<file path="src/rtl/assert_macros.svh">
// Assertion macros for the top-level RTL file, which carries the concurrent checks.
`ifndef ASSERT_MACROS_SVH
`define ASSERT_MACROS_SVH

// Checks that a property holds at every clock edge outside reset.
`define FTT_ASSERT_ALWAYS(label, prop, msg) \
  label: assert property (@(posedge clk) disable iff (rst) (prop)) else $error(msg);

// Checks that a condition implies a consequence in the same cycle.
`define FTT_ASSERT_SAME(label, ante, cons, msg) \
  label: assert property (@(posedge clk) disable iff (rst) (ante) |-> (cons)) else $error(msg);

// Checks that a condition implies a consequence in the next cycle.
`define FTT_ASSERT_NEXT(label, ante, cons, msg) \
  label: assert property (@(posedge clk) disable iff (rst) (ante) |=> (cons)) else $error(msg);

`endif

</file>
<file path="src/rtl/ftt_pkg.sv">
// Shared widths, command codes and controller/datapath interface types.
package ftt_pkg;

  localparam int ROW_W    = 12;
  localparam int FIELD_W  = 16;
  localparam int COLOUR_W = 32;
  localparam int SPAN_W   = 32;

  // Input command codes.
  localparam logic CMD_LOAD = 1'b0;
  localparam logic CMD_SPAN = 1'b1;

  localparam logic [ROW_W-1:0] HEIGHT_RESET = 12'd480;

  // Commands from the controller to the datapath.
  typedef struct packed {
    logic load;
    logic span_live;
    logic span_dead;
    logic slope_wr;
    logic clip_mul_first;
    logic clip_edge_first;
    logic clip_edge_second;
  } ftt_cmd_t;

  // Status from the datapath to the controller.
  typedef struct packed {
    logic skip;
    logic div_done;
    logic clip_en;
    logic last_row;
  } ftt_status_t;

endpackage

</file>
<file path="src/rtl/ftt_div.sv">
// Restoring unsigned divider that produces one quotient bit per cycle.
module ftt_div #(
  parameter int NUM_W = 33,
  parameter int DEN_W = 17
) (
  input  logic             clk,
  input  logic             rst,
  input  logic             start,
  input  logic [NUM_W-1:0] dividend,
  input  logic [DEN_W-1:0] divisor,
  output logic             done,
  output logic [NUM_W-1:0] quotient
);

  localparam int CNT_W = $clog2(NUM_W + 1);

  logic             running;
  logic [CNT_W-1:0] cnt;
  logic [DEN_W-1:0] rem;
  logic [DEN_W-1:0] den;
  logic [NUM_W-1:0] quo;
  logic [DEN_W:0]   shifted;
  logic [DEN_W+1:0] diff;

  // Trial subtraction of the divisor from the shifted remainder.
  assign shifted  = {rem, quo[NUM_W-1]};
  assign diff     = {1'b0, shifted} - {2'b00, den};
  assign quotient = quo;

  // One quotient bit per cycle; the dividend shifts out as quotient bits shift in.
  always_ff @(posedge clk) begin
    if (rst) begin
      running <= 1'b0;
      done    <= 1'b0;
      cnt     <= '0;
    end else begin
      done <= 1'b0;
      if (start) begin
        running <= 1'b1;
        cnt     <= CNT_W'(NUM_W);
        rem     <= '0;
        quo     <= dividend;
        den     <= divisor;
      end else if (running) begin
        if (!diff[DEN_W+1]) begin
          rem <= diff[DEN_W-1:0];
          quo <= {quo[NUM_W-2:0], 1'b1};
        end else begin
          rem <= shifted[DEN_W-1:0];
          quo <= {quo[NUM_W-2:0], 1'b0};
        end
        cnt <= cnt - CNT_W'(1);
        if (cnt == CNT_W'(1)) begin
          running <= 1'b0;
          done    <= 1'b1;
        end
      end
    end
  end

endmodule

</file>
<file path="src/rtl/ftt_datapath.sv">
// Triangle setup arithmetic, edge accumulators and the span output register.
module ftt_datapath import ftt_pkg::*; #(
  parameter int FRAC_BITS  = 16,
  parameter int COORD_BITS = 16
) (
  input  logic                       clk,
  input  logic                       rst,
  input  logic                       cfg_write_en,
  input  logic [ROW_W-1:0]           cfg_write_data,
  input  ftt_cmd_t                   cmd,
  output ftt_status_t                status,
  input  logic signed [FIELD_W-1:0]  bottom_x,
  input  logic signed [FIELD_W-1:0]  bottom_y,
  input  logic signed [FIELD_W-1:0]  left_top_x,
  input  logic signed [FIELD_W-1:0]  left_top_y,
  input  logic signed [FIELD_W-1:0]  right_top_x,
  input  logic signed [FIELD_W-1:0]  right_top_y,
  input  logic [COLOUR_W-1:0]        fill_colour,
  output logic                       span_valid,
  output logic [ROW_W-1:0]           row,
  output logic signed [SPAN_W-1:0]   x_start,
  output logic signed [SPAN_W-1:0]   x_end,
  output logic [COLOUR_W-1:0]        span_colour,
  output logic                       last_span
);

  localparam int CW   = COORD_BITS;
  localparam int FB   = FRAC_BITS;
  localparam int DXW  = CW + 1;
  localparam int NUMW = CW + FB + 1;
  localparam int E0W  = CW + FB;
  localparam int PW   = CW + SPAN_W + 1;
  localparam int SW   = CW + SPAN_W + 2;
  localparam int EW   = ((CW > ROW_W) ? CW : ROW_W) + 2;

  localparam logic signed [SW-1:0] SAT_HI = SW'(64'sh7FFF_FFFF);
  localparam logic signed [SW-1:0] SAT_LO = SW'(-64'sh8000_0000);
  localparam logic signed [SPAN_W-1:0] SPAN_MAX = 32'sh7FFF_FFFF;
  localparam logic signed [SPAN_W-1:0] SPAN_MIN = 32'sh8000_0000;

  // Clamp a wide signed value to the 32-bit span range.
  function automatic logic signed [SPAN_W-1:0] sat_span(input logic signed [SW-1:0] v);
    logic signed [SPAN_W-1:0] r;
    if (v > SAT_HI) begin
      r = SPAN_MAX;
    end else if (v < SAT_LO) begin
      r = SPAN_MIN;
    end else begin
      r = v[SPAN_W-1:0];
    end
    return r;
  endfunction

  logic signed [CW-1:0]    bx, by, lx, ly, rx, ry;
  logic signed [DXW-1:0]   dx1, dx2, dy1, dy2;
  logic signed [NUMW-1:0]  num1_c, num2_c;
  logic [NUMW-1:0]         nmag1, nmag2;
  logic [DXW-1:0]          dmag1, dmag2;
  logic signed [EW-1:0]    byx, ryx, hx, clip_full;
  logic                    cull, clip_en_c, empty;
  logic [ROW_W-1:0]        start_c, until_c;
  logic signed [E0W-1:0]   e0_c;

  logic [ROW_W-1:0]        screen_height;
  logic [COLOUR_W-1:0]     held_colour;
  logic [ROW_W-1:0]        current_row;
  logic [ROW_W-1:0]        stop_row;
  logic [CW-1:0]           clip_d;
  logic                    clip_en;
  logic signed [E0W-1:0]   e0;
  logic signed [NUMW-1:0]  num1, num2;
  logic                    neg1, neg2, dz1, dz2;
  logic signed [SPAN_W-1:0] slope_first, slope_second;
  logic signed [SPAN_W-1:0] edge_first, edge_second;
  logic signed [PW-1:0]    prod;

  logic                    done1, done2;
  logic [NUMW-1:0]         q1, q2;
  logic signed [SW-1:0]    qext1, qext2, sv1, sv2;
  logic signed [SW-1:0]    e0x, e_clip, step1, step2;
  logic signed [SPAN_W-1:0] mul_slope;
  logic                    last_row;

  // Coordinates are the low COORD_BITS of each field, read as two's complement.
  assign bx = $signed(CW'($unsigned(bottom_x)));
  assign by = $signed(CW'($unsigned(bottom_y)));
  assign lx = $signed(CW'($unsigned(left_top_x)));
  assign ly = $signed(CW'($unsigned(left_top_y)));
  assign rx = $signed(CW'($unsigned(right_top_x)));
  assign ry = $signed(CW'($unsigned(right_top_y)));

  // Edge deltas and the magnitudes handed to the dividers.
  assign dx1    = DXW'(bx) - DXW'(lx);
  assign dy1    = DXW'(by) - DXW'(ly);
  assign dx2    = DXW'(bx) - DXW'(rx);
  assign dy2    = DXW'(by) - DXW'(ry);
  assign num1_c = $signed({dx1, {FB{1'b0}}});
  assign num2_c = $signed({dx2, {FB{1'b0}}});
  assign nmag1  = num1_c[NUMW-1] ? $unsigned(-num1_c) : $unsigned(num1_c);
  assign nmag2  = num2_c[NUMW-1] ? $unsigned(-num2_c) : $unsigned(num2_c);
  assign dmag1  = dy1[DXW-1] ? $unsigned(-dy1) : $unsigned(dy1);
  assign dmag2  = dy2[DXW-1] ? $unsigned(-dy2) : $unsigned(dy2);

  // Culling, row clipping and the empty-triangle test on the incoming load.
  assign byx       = EW'(by);
  assign ryx       = EW'(ry);
  assign hx        = EW'($signed({1'b0, screen_height}));
  assign clip_full = byx - hx;
  assign cull      = by[CW-1] || (ryx > hx);
  assign clip_en_c = byx > hx;
  assign start_c   = clip_en_c ? screen_height : byx[ROW_W-1:0];
  assign until_c   = ry[CW-1] ? '0 : ryx[ROW_W-1:0];
  assign empty     = start_c < until_c;
  assign e0_c      = $signed({bx, {FB{1'b0}}});

  assign last_row = current_row <= stop_row;

  assign status.skip     = cull || empty;
  assign status.div_done = done1 && done2;
  assign status.clip_en  = clip_en;
  assign status.last_row = last_row;

  // Both inverse slopes divide in parallel and finish together.
  ftt_div #(.NUM_W(NUMW), .DEN_W(DXW)) u_div_first (
    .clk      (clk),
    .rst      (rst),
    .start    (cmd.load),
    .dividend (nmag1),
    .divisor  (dmag1),
    .done     (done1),
    .quotient (q1)
  );

  ftt_div #(.NUM_W(NUMW), .DEN_W(DXW)) u_div_second (
    .clk      (clk),
    .rst      (rst),
    .start    (cmd.load),
    .dividend (nmag2),
    .divisor  (dmag2),
    .done     (done2),
    .quotient (q2)
  );

  // Signed slope: plain shifted dx when dy is zero, otherwise the signed quotient.
  assign qext1 = $signed(SW'(q1));
  assign qext2 = $signed(SW'(q2));
  assign sv1   = dz1 ? SW'(num1) : (neg1 ? -qext1 : qext1);
  assign sv2   = dz2 ? SW'(num2) : (neg2 ? -qext2 : qext2);

  // Clip correction and per-row stepping of the edges.
  assign e0x       = SW'(e0);
  assign e_clip    = e0x - SW'(prod);
  assign step1     = SW'(edge_first) - SW'(slope_first);
  assign step2     = SW'(edge_second) - SW'(slope_second);
  assign mul_slope = cmd.clip_mul_first ? slope_first : slope_second;

  // Screen height register.
  always_ff @(posedge clk) begin
    if (rst) begin
      screen_height <= HEIGHT_RESET;
    end else if (cfg_write_en) begin
      screen_height <= cfg_write_data;
    end
  end

  // Triangle state, setup results and the output register.
  always_ff @(posedge clk) begin
    if (cmd.load) begin
      held_colour <= fill_colour;
      current_row <= start_c;
      stop_row    <= until_c;
      clip_d      <= clip_full[CW-1:0];
      clip_en     <= clip_en_c;
      e0          <= e0_c;
      num1        <= num1_c;
      num2        <= num2_c;
      neg1        <= dx1[DXW-1] ^ dy1[DXW-1];
      neg2        <= dx2[DXW-1] ^ dy2[DXW-1];
      dz1         <= (dy1 == '0);
      dz2         <= (dy2 == '0);
    end
    if (cmd.slope_wr) begin
      slope_first  <= sat_span(sv1);
      slope_second <= sat_span(sv2);
      edge_first   <= sat_span(e0x);
      edge_second  <= sat_span(e0x);
    end
    if (cmd.clip_mul_first || cmd.clip_edge_first) begin
      prod <= PW'($signed({1'b0, clip_d})) * PW'(mul_slope);
    end
    if (cmd.clip_edge_first) begin
      edge_first <= sat_span(e_clip);
    end
    if (cmd.clip_edge_second) begin
      edge_second <= sat_span(e_clip);
    end
    if (cmd.span_live) begin
      span_valid  <= 1'b1;
      row         <= current_row;
      x_start     <= edge_first;
      x_end       <= edge_second;
      span_colour <= held_colour;
      last_span   <= last_row;
      edge_first  <= sat_span(step1);
      edge_second <= sat_span(step2);
      if (!last_row) begin
        current_row <= current_row - ROW_W'(1);
      end
    end
    if (cmd.span_dead) begin
      span_valid  <= 1'b0;
      row         <= '0;
      x_start     <= '0;
      x_end       <= '0;
      span_colour <= '0;
      last_span   <= 1'b0;
    end
  end

endmodule

</file>
<file path="src/rtl/ftt_ctrl.sv">
// Controller that sequences triangle setup and hands out spans.
module ftt_ctrl import ftt_pkg::*; (
  input  logic        clk,
  input  logic        rst,
  input  logic        in_valid,
  input  logic        command,
  input  logic        out_ready,
  input  ftt_status_t status,
  output logic        in_ready,
  output logic        out_valid,
  output ftt_cmd_t    cmd
);

  typedef enum logic [2:0] {
    ST_IDLE,
    ST_DIVIDE,
    ST_SLOPE,
    ST_CLIP_A,
    ST_CLIP_B,
    ST_CLIP_C
  } state_t;

  state_t state;
  logic   busy;
  logic   accept;

  // Take a transaction only when idle and the output register can be refilled.
  assign in_ready = (state == ST_IDLE) && (!out_valid || out_ready);
  assign accept   = in_valid && in_ready;

  // Datapath commands decoded from the state and the accepted transaction.
  always_comb begin
    cmd                  = '0;
    cmd.load             = accept && (command == CMD_LOAD);
    cmd.span_live        = accept && (command == CMD_SPAN) && busy;
    cmd.span_dead        = accept && (command == CMD_SPAN) && !busy;
    case (state)
      ST_SLOPE:  cmd.slope_wr         = 1'b1;
      ST_CLIP_A: cmd.clip_mul_first   = 1'b1;
      ST_CLIP_B: cmd.clip_edge_first  = 1'b1;
      ST_CLIP_C: cmd.clip_edge_second = 1'b1;
      default:   cmd.slope_wr         = 1'b0;
    endcase
  end

  // State, pending-triangle flag and output valid.
  always_ff @(posedge clk) begin
    if (rst) begin
      state     <= ST_IDLE;
      busy      <= 1'b0;
      out_valid <= 1'b0;
    end else begin
      if (cmd.span_live || cmd.span_dead) begin
        out_valid <= 1'b1;
      end else if (out_ready) begin
        out_valid <= 1'b0;
      end
      case (state)
        ST_IDLE: begin
          if (cmd.load) begin
            busy <= 1'b0;
            if (!status.skip) begin
              state <= ST_DIVIDE;
            end
          end else if (cmd.span_live && status.last_row) begin
            busy <= 1'b0;
          end
        end
        ST_DIVIDE: begin
          if (status.div_done) begin
            state <= ST_SLOPE;
          end
        end
        ST_SLOPE: begin
          if (status.clip_en) begin
            state <= ST_CLIP_A;
          end else begin
            busy  <= 1'b1;
            state <= ST_IDLE;
          end
        end
        ST_CLIP_A: begin
          state <= ST_CLIP_B;
        end
        ST_CLIP_B: begin
          state <= ST_CLIP_C;
        end
        ST_CLIP_C: begin
          busy  <= 1'b1;
          state <= ST_IDLE;
        end
        default: begin
          state <= ST_IDLE;
        end
      endcase
    end
  end

endmodule

</file>
<file path="src/rtl/flat_top_triangle_span_generator.sv">
// Top level of the flat-top triangle span generator.
//
// One input channel (in_valid/in_ready) carries both kinds of transaction.
// A load (command 0) takes a flat-top triangle and its colour and yields no
// result; a request (command 1) yields exactly one span on the output channel
// (out_valid/out_ready), or a span with span_valid low when nothing is pending.
// Spans run from the bottom row up to the top row, clipped to screen_height.
// The user must write screen_height through cfg_write_en/cfg_write_data only
// while the block is idle; the block itself does not enforce this. A request
// is answered in the cycle after acceptance, and back-to-back requests give
// one span per cycle while the receiver keeps out_ready high. A load holds
// in_ready low while both inverse slopes come out of bit-serial dividers,
// and for the clip multiply when the bottom vertex lies below screen_height;
// culled and empty triangles leave the block idle. A stalled receiver holds
// the span in the output register, and in_ready stays low until it drains.
// Reset sets screen_height to 480, drops any pending triangle and empties
// the output register.
`include "assert_macros.svh"

module flat_top_triangle_span_generator import ftt_pkg::*; #(
  parameter int FRAC_BITS  = 16,
  parameter int COORD_BITS = 16
) (
  input  logic                      clk,
  input  logic                      rst,
  input  logic                      cfg_write_en,
  input  logic [ROW_W-1:0]          cfg_write_data,
  input  logic                      in_valid,
  output logic                      in_ready,
  input  logic                      command,
  input  logic signed [FIELD_W-1:0] bottom_x,
  input  logic signed [FIELD_W-1:0] bottom_y,
  input  logic signed [FIELD_W-1:0] left_top_x,
  input  logic signed [FIELD_W-1:0] left_top_y,
  input  logic signed [FIELD_W-1:0] right_top_x,
  input  logic signed [FIELD_W-1:0] right_top_y,
  input  logic [COLOUR_W-1:0]       fill_colour,
  output logic                      out_valid,
  input  logic                      out_ready,
  output logic                      span_valid,
  output logic [ROW_W-1:0]          row,
  output logic signed [SPAN_W-1:0]  x_start,
  output logic signed [SPAN_W-1:0]  x_end,
  output logic [COLOUR_W-1:0]       span_colour,
  output logic                      last_span
);

  ftt_cmd_t    cmd;
  ftt_status_t status;

  // Sequencing of setup and span hand-out.
  ftt_ctrl u_ctrl (
    .clk       (clk),
    .rst       (rst),
    .in_valid  (in_valid),
    .command   (command),
    .out_ready (out_ready),
    .status    (status),
    .in_ready  (in_ready),
    .out_valid (out_valid),
    .cmd       (cmd)
  );

  // Arithmetic, triangle state and the output register.
  ftt_datapath #(
    .FRAC_BITS  (FRAC_BITS),
    .COORD_BITS (COORD_BITS)
  ) u_datapath (
    .clk            (clk),
    .rst            (rst),
    .cfg_write_en   (cfg_write_en),
    .cfg_write_data (cfg_write_data),
    .cmd            (cmd),
    .status         (status),
    .bottom_x       (bottom_x),
    .bottom_y       (bottom_y),
    .left_top_x     (left_top_x),
    .left_top_y     (left_top_y),
    .right_top_x    (right_top_x),
    .right_top_y    (right_top_y),
    .fill_colour    (fill_colour),
    .span_valid     (span_valid),
    .row            (row),
    .x_start        (x_start),
    .x_end          (x_end),
    .span_colour    (span_colour),
    .last_span      (last_span)
  );

  // The input side never takes a transaction while a stalled span is still held.
  `FTT_ASSERT_ALWAYS(a_no_overrun, !(in_ready && out_valid && !out_ready), "span overrun")

  // Every accepted request shows a result in the next cycle.
  `FTT_ASSERT_NEXT(a_request_answered, in_valid && in_ready && (command == CMD_SPAN), out_valid, "request lost")

  // An empty answer carries all-zero fields.
  `FTT_ASSERT_SAME(a_empty_zero, out_valid && !span_valid, (row == '0) && (x_start == '0) && (x_end == '0) && (span_colour == '0) && !last_span, "empty span not zero")

  // The final-span flag only comes with a real span.
  `FTT_ASSERT_SAME(a_last_valid, out_valid && last_span, span_valid, "last span without span")

endmodule

</file>
<file path="config.mk">
export PLATFORM = sky130hd
export DESIGN_NAME = flat_top_triangle_span_generator
export DESIGN_NICKNAME = d
export VERILOG_FILES = /design/src/rtl/ftt_pkg.sv /design/src/rtl/ftt_div.sv /design/src/rtl/ftt_datapath.sv /design/src/rtl/ftt_ctrl.sv /design/src/rtl/flat_top_triangle_span_generator.sv
export VERILOG_INCLUDE_DIRS = /design/src /design/src/rtl
export SDC_FILE = /design/constraint.sdc
export NUM_CORES = 2
export LEC_CHECK = 0
export BUFFER_PORTS_ARGS = -buffer_cell sky130_fd_sc_hd__buf_2
export CORE_MARGIN = 2
export CORE_UTILIZATION = 58
export DETAILED_ROUTE_END_ITERATION = 7
export PLACE_DENSITY = 0.81
export SLEW_MARGIN = 20
export SYNTH_ARGS = -nofsm -noshare
export SYNTH_HDL_FRONTEND = slang
export SYNTH_HIERARCHICAL = 1
export SYNTH_SLANG_ARGS = --single-unit
</file>
<file path="constraint.sdc">
create_clock -name clk -period 11.7 [get_ports clk]
set_clock_uncertainty 0.2 [all_clocks]
set_input_delay 2.34 -clock clk [delete_from_list [all_inputs] [get_ports clk]]
set_output_delay 2.34 -clock clk [all_outputs]
set_load 0.05 [all_outputs]
</file>
Word-level counts from Yosys, hierarchy flattened. Cells that the tools add are included.

Add/sub/neg operators: 19. Multiply operators: 1. Div/mod/pow operators: 0. Order comparisons: 16. Equal/unequal tests: 12. Shift operators: 0. Muxes and demuxes: 66. Bitwise operators: 6. Reductions and logical operators: 32.

Operators with widths (count): $mux W32 (16); $gt A50 B32 Y1 const B (5); $lt A50 B32 Y1 const B (5); $mux W50 (4); $mux W33 (6); $neg A33 Y50 (2); $mux W17 (4); $sub A16 B16 Y17 (4); $neg A33 Y33 (2); $sub A32 B32 Y33 (2); $mux W12 (5); $sub A32 B49 Y50 (1); $mul A17 B32 Y49 (1); $sub A18 B17 Y19 (2); $logic_not A17 Y1 (2); $neg A17 Y17 (2); $gt A16 B13 Y1 (2); $gt A32 B32 Y1 const B (1); $lt A32 B32 Y1 const B (1); $mux W16 (2); $mux W6 (4); $mux W1 (19); $sub A16 B13 Y16 (1); $pmux W3 S5 (1); other kinds (26) (58).

Bits in registers: 581. Bits in latches: 0. Memory bits (writable): 0. ROM bits: 0. Bits of input ports: 146. Output and inout port bits: 112. Word-level logic and storage cells: 195. Memories kept: 0.

Depth between registers and ports, before layout.
Depth in word-level cells: 10. Gate-level depth with buffers: 32. Depth with buffers taken out: 27.

Hierarchy. The synthesis kept the hierarchy.

By module, submodules not included: ftt_datapath (instances 1, cells an instance 5245, area an instance 47574.4 um2, sequential area each 11451.0 um2); ftt_div (instances 2, cells an instance 324, area an instance 3893.7 um2, sequential area each 2172.1 um2); ftt_ctrl (instances 1, cells an instance 43, area an instance 357.8 um2, sequential area each 100.1 um2).

Worst setup path after synthesis. No wires, ideal clock.

Path type: input to register. From: input out_ready. To: register u_datapath.u_div_first.quo[0] (netlist: u_datapath/u_div_first/quotient[0]) (enable). Setup time: 0.458 ns. Data arrival time: 10.496 ns. Slack: 0.546 ns. Stages on the path: 7. Path buffers: 2. Path through: nand2b_1 > nand3_1 > nor2_1 > clkbuf_1 > buf_1 > nor2_1 > nor2_1.

RTL lines: start: declaration (RTL line flat_top_triangle_span_generator.sv:39) `input logic out_ready,`; end signal: assignment (RTL line ftt_div.sv:42) `quo <= dividend;`; end signal: assignment (RTL line ftt_div.sv:47) `quo <= {quo[NUM_W-2:0], 1'b1};`; end signal: assignment (RTL line ftt_div.sv:50) `quo <= {quo[NUM_W-2:0], 1'b0};`; end: declaration (RTL line ftt_div.sv:21) `logic [NUM_W-1:0] quo;`.

==> results.md <==
- CORE AREA: 95150 sq um
- Core Util, Final: 63.72%
- Critical Path RT: 11.89 ns
- Number of flops mapped to enable cells by yosys: 426
- Seq/Total Area, Yosys: 28.53%
- Slowest Stage Delay on Critical Path: 0.91 ns
- H-Tree Depth: 3
- Post-Synth Simple-Gate Area: 14.52%
- YS warnings: 6
- Mapped Cells: 5936
- Vias per inst: 5.993
- Ys flop type: edfxtp_1
- Top delay family on crit path: adder cells
- Io pins: 258
- PD cells: 219.5 nW/um^2
- Die area: 98560 sq um
- CP max stage cell: o41ai_1
- Largest family of logic cells by synthesized area: adder cells
- Multiplexer area fraction after synthesis: 4.112%
- Port bufs: 257
- Adder-cell area share of the yosys netlist: 26.22%
- Diodes inserted: 0
- Initial DRC Count: 4394
- Post-synthesis compound-gate area fraction: 13.18%
- Distinct cells, synth: 119
- Post-detailed-routing wire length: 161.5 mm
- Largest net degree at the start of global routing: 161
- Number of synthesized register bits: 581
- Outcome: completed
- Period Utilization, post-route: 81.34%
- Initial antenna violation count: 4
- RR Startpoint: u_ctrl/state[0]
- Setup Fix Bufs, Post-CTS: 0
- Crit end category: register
- Worst setup path start: u_ctrl/state[0]
- FF+latch area: 15900 sq um
- Max Slew Vio Count: 0
- Die Span Y: 314.0 um
- Initial core utilization: 58.56%
- Worst vdd rail ir drop: 0.3642 mV
- Max Fclk: 105.1 MHz
- Worst Hold Class: register to register
- Xor/xnor share of the synthesized area: 5.360%
- Worst skew pair latency: 0.66 ns
- GRT overflow: 0
- Critical hold path startpoint: u_datapath/held_colour[26]
- First-pass GRT wire length: 248.6 mm
- Buf+Inv Stages, Crit Path: 7
- Clock tree buffer depth: 3
- CP Launch Type: register
- Minimum clock period: 9.517 ns
- Post-route ant nets: 0
- First-pass DRT Iterations: 8
- Leak: 27.17 nW
- Slew HR: 20.06%
- Worst Tran Pin Value: 1.199 ns
- NumNets Final: 7149
- Vias in the first global route: 44736
- Synth Area per Inst: 9.387 sq um
- Hold-fix buffers, CTS: 0
- CTS tree: built
- Clock sink total: 581
- Top-area cell type share of the netlist area: 22.96%
- Wire per inst: 21.66 um
- Hpwl dp: 122.8 mm
- Final setup viols: 0
- Critical Path Fanout Max: 37
- CTS root buf: clkbuf_16
- Drt drc: 0
- Area of the multi-input gates: 35590 sq um
- Max_cap viols: 0
- RSZ-0062 raised after global routing: false
- Share of cells above drive strength 1: 9.872%
- Synth area leaders: edfxtp_1 23%, fa_1 18%, ha_1 8.3%
- Netlist Area Pre-Place: 55720 sq um
- Async SR Flop Fraction: 0%
- Overall routing resource usage: 32.60%
- Filler cells: 7621
- CTS buffer count: 69
- Setup TNS: 0 ns
- Final hold vios: 0
- CP Class: register to register
- Clock slew at reported path FFs: 0.06 ns
- # rows: 113
- Vias: 44672
- Die W: 314.0 um
- Critical Path AT: 9.71 ns
- Cell taking the most area after synthesis: edfxtp_1
- # resized after CTS: 0
- Gpl congestion: 1.058
- P&R area growth vs syn: 8.816%
## worst paths after layout
check	end	slack, ns	depth (start not counted)
max reg2reg	u_datapath/prod[47]	2.18	28
min	u_datapath/span_colour[26]	0.28	2
max	u_datapath/prod[47]	2.18	28
min reg2reg	u_datapath/span_colour[26]	0.28	2
## placed cells by master, fill, tap and decap left out, types with 42 or more instances in the layout
cell | synthesis | final
a211oi_1 | 43 | 42
a21o_1 | 101 | 101
a21oi_1 | 274 | 274
and2_1 | 256 | 256
buf_2 | 14 | 257
buf_4 | 11 | 62
clkbuf_16 | 0 | 71
dfxtp_1 | 155 | 155
edfxtp_1 | 426 | 426
fa_1 | 498 | 498
ha_1 | 371 | 371
inv_1 | 926 | 926
mux2_2 | 79 | 79
mux2i_1 | 140 | 140
nand2_1 | 580 | 580
nand2b_1 | 46 | 46
nand3_1 | 61 | 61
nor2_1 | 346 | 339
nor2b_1 | 55 | 55
nor3_1 | 78 | 78
o211ai_1 | 73 | 73
o21a_1 | 50 | 50
o21ai_0 | 263 | 235
o31ai_1 | 49 | 47
xnor2_1 | 201 | 201
xor2_1 | 140 | 140
## cells by family after synthesis
group | count (synthesis)
muxes | 219
other | 1
DFF | 581
and+or+nand+nor | 1657
adders and majority gates | 869
AOI/OAI and AO/OA | 1117
xor gates and xnor gates | 341
buffers and inverters | 1151
## routing by layer
| metal | wire [um] | part of all wire [%] | global-route usage [%] |
|---|---|---|---|
| met5 | 13 | 0.0081 | 0 |
| met4 | 8972 | 5.6 | 16.13 |
| met1 | 62840 | 39 | 42.37 |
| met2 | 73930 | 46 | 52.21 |
| met3 | 15730 | 9.7 | 6.485 |
## flip-flops by register name (all words and copies together), names as in the netlist, 32 cells and up
register                          count
u_datapath/prod                      49
u_datapath/u_div_first/quotient      33
u_datapath/u_div_second/quotient     33
u_datapath/edge_first                32
u_datapath/edge_second               32
u_datapath/held_colour               32
u_datapath/slope_first               32
u_datapath/slope_second              32
u_datapath/span_colour               32
u_datapath/x_end                     32
u_datapath/x_start                   32
## report_power, final
group / total (mW) / internal (mW) / switching, mW
Combinational: 8.30 / 3.42 / 4.88
Clock: 2.21 / 1.29 / 0.924
Sequential: 2.80 / 2.72 / 0.0812
Total: 13.3 / 7.43 / 5.88
## synthesized netlist by cell type (22+ instances only)
library cell    n
nor2_1        346
inv_1         926
or3_1          39
o21a_1         50
a21o_1        101
nor3_1         78
dfxtp_1       155
nand2b_1       46
o21ai_0       263
a211oi_1       43
o31ai_1        49
clkbuf_1      158
xor2_1        140
nand4_1        27
fa_1          498
nand3_1        61
o21bai_1       26
edfxtp_1      426
and2_1        256
a22oi_1        29
o211ai_1       73
mux2_2         79
or2_2          22
a31oi_1        28
mux2i_1       140
and3_1         38
ha_1          371
nor2b_1        55
buf_1          25
a21oi_1       274
nand2_1       580
xnor2_1       201
## area by class of cell
class	instances	share of cell area (%)
timing repair buffer	320	2.922
inverter	927	5.739
clock inverter	31	0.6211
sequential	581	26.22
multi-input combinational	4235	58.70
tap	1265	2.610
clock buffer	95	3.197
## metrics by stage
stage          total power, mW  setup WS (ns)  hold WS [ns]  cell area (sq um)  cells
6_report                 13.31          2.183        0.2847              60630   7454
3_3_place_gp             10.83          2.566        0.2473              58280   7328
2_1_floorplan            9.049         0.5460        0.2565              55840   5967
3_5_place_dp             11.07          2.410        0.2717              58290   7328
5_1_grt                  14.38          1.848        0.3110              60630   7454
4_1_cts                  13.32          2.385        0.2868              60610   7454
## tightest hold or removal path: stages, from the launching register on
cell      delay [ns]
edfxtp_1        0.32
mux2i_1         0.06
nor2_1          0.07
Note: power is estimated with default switching activity, not from simulation.
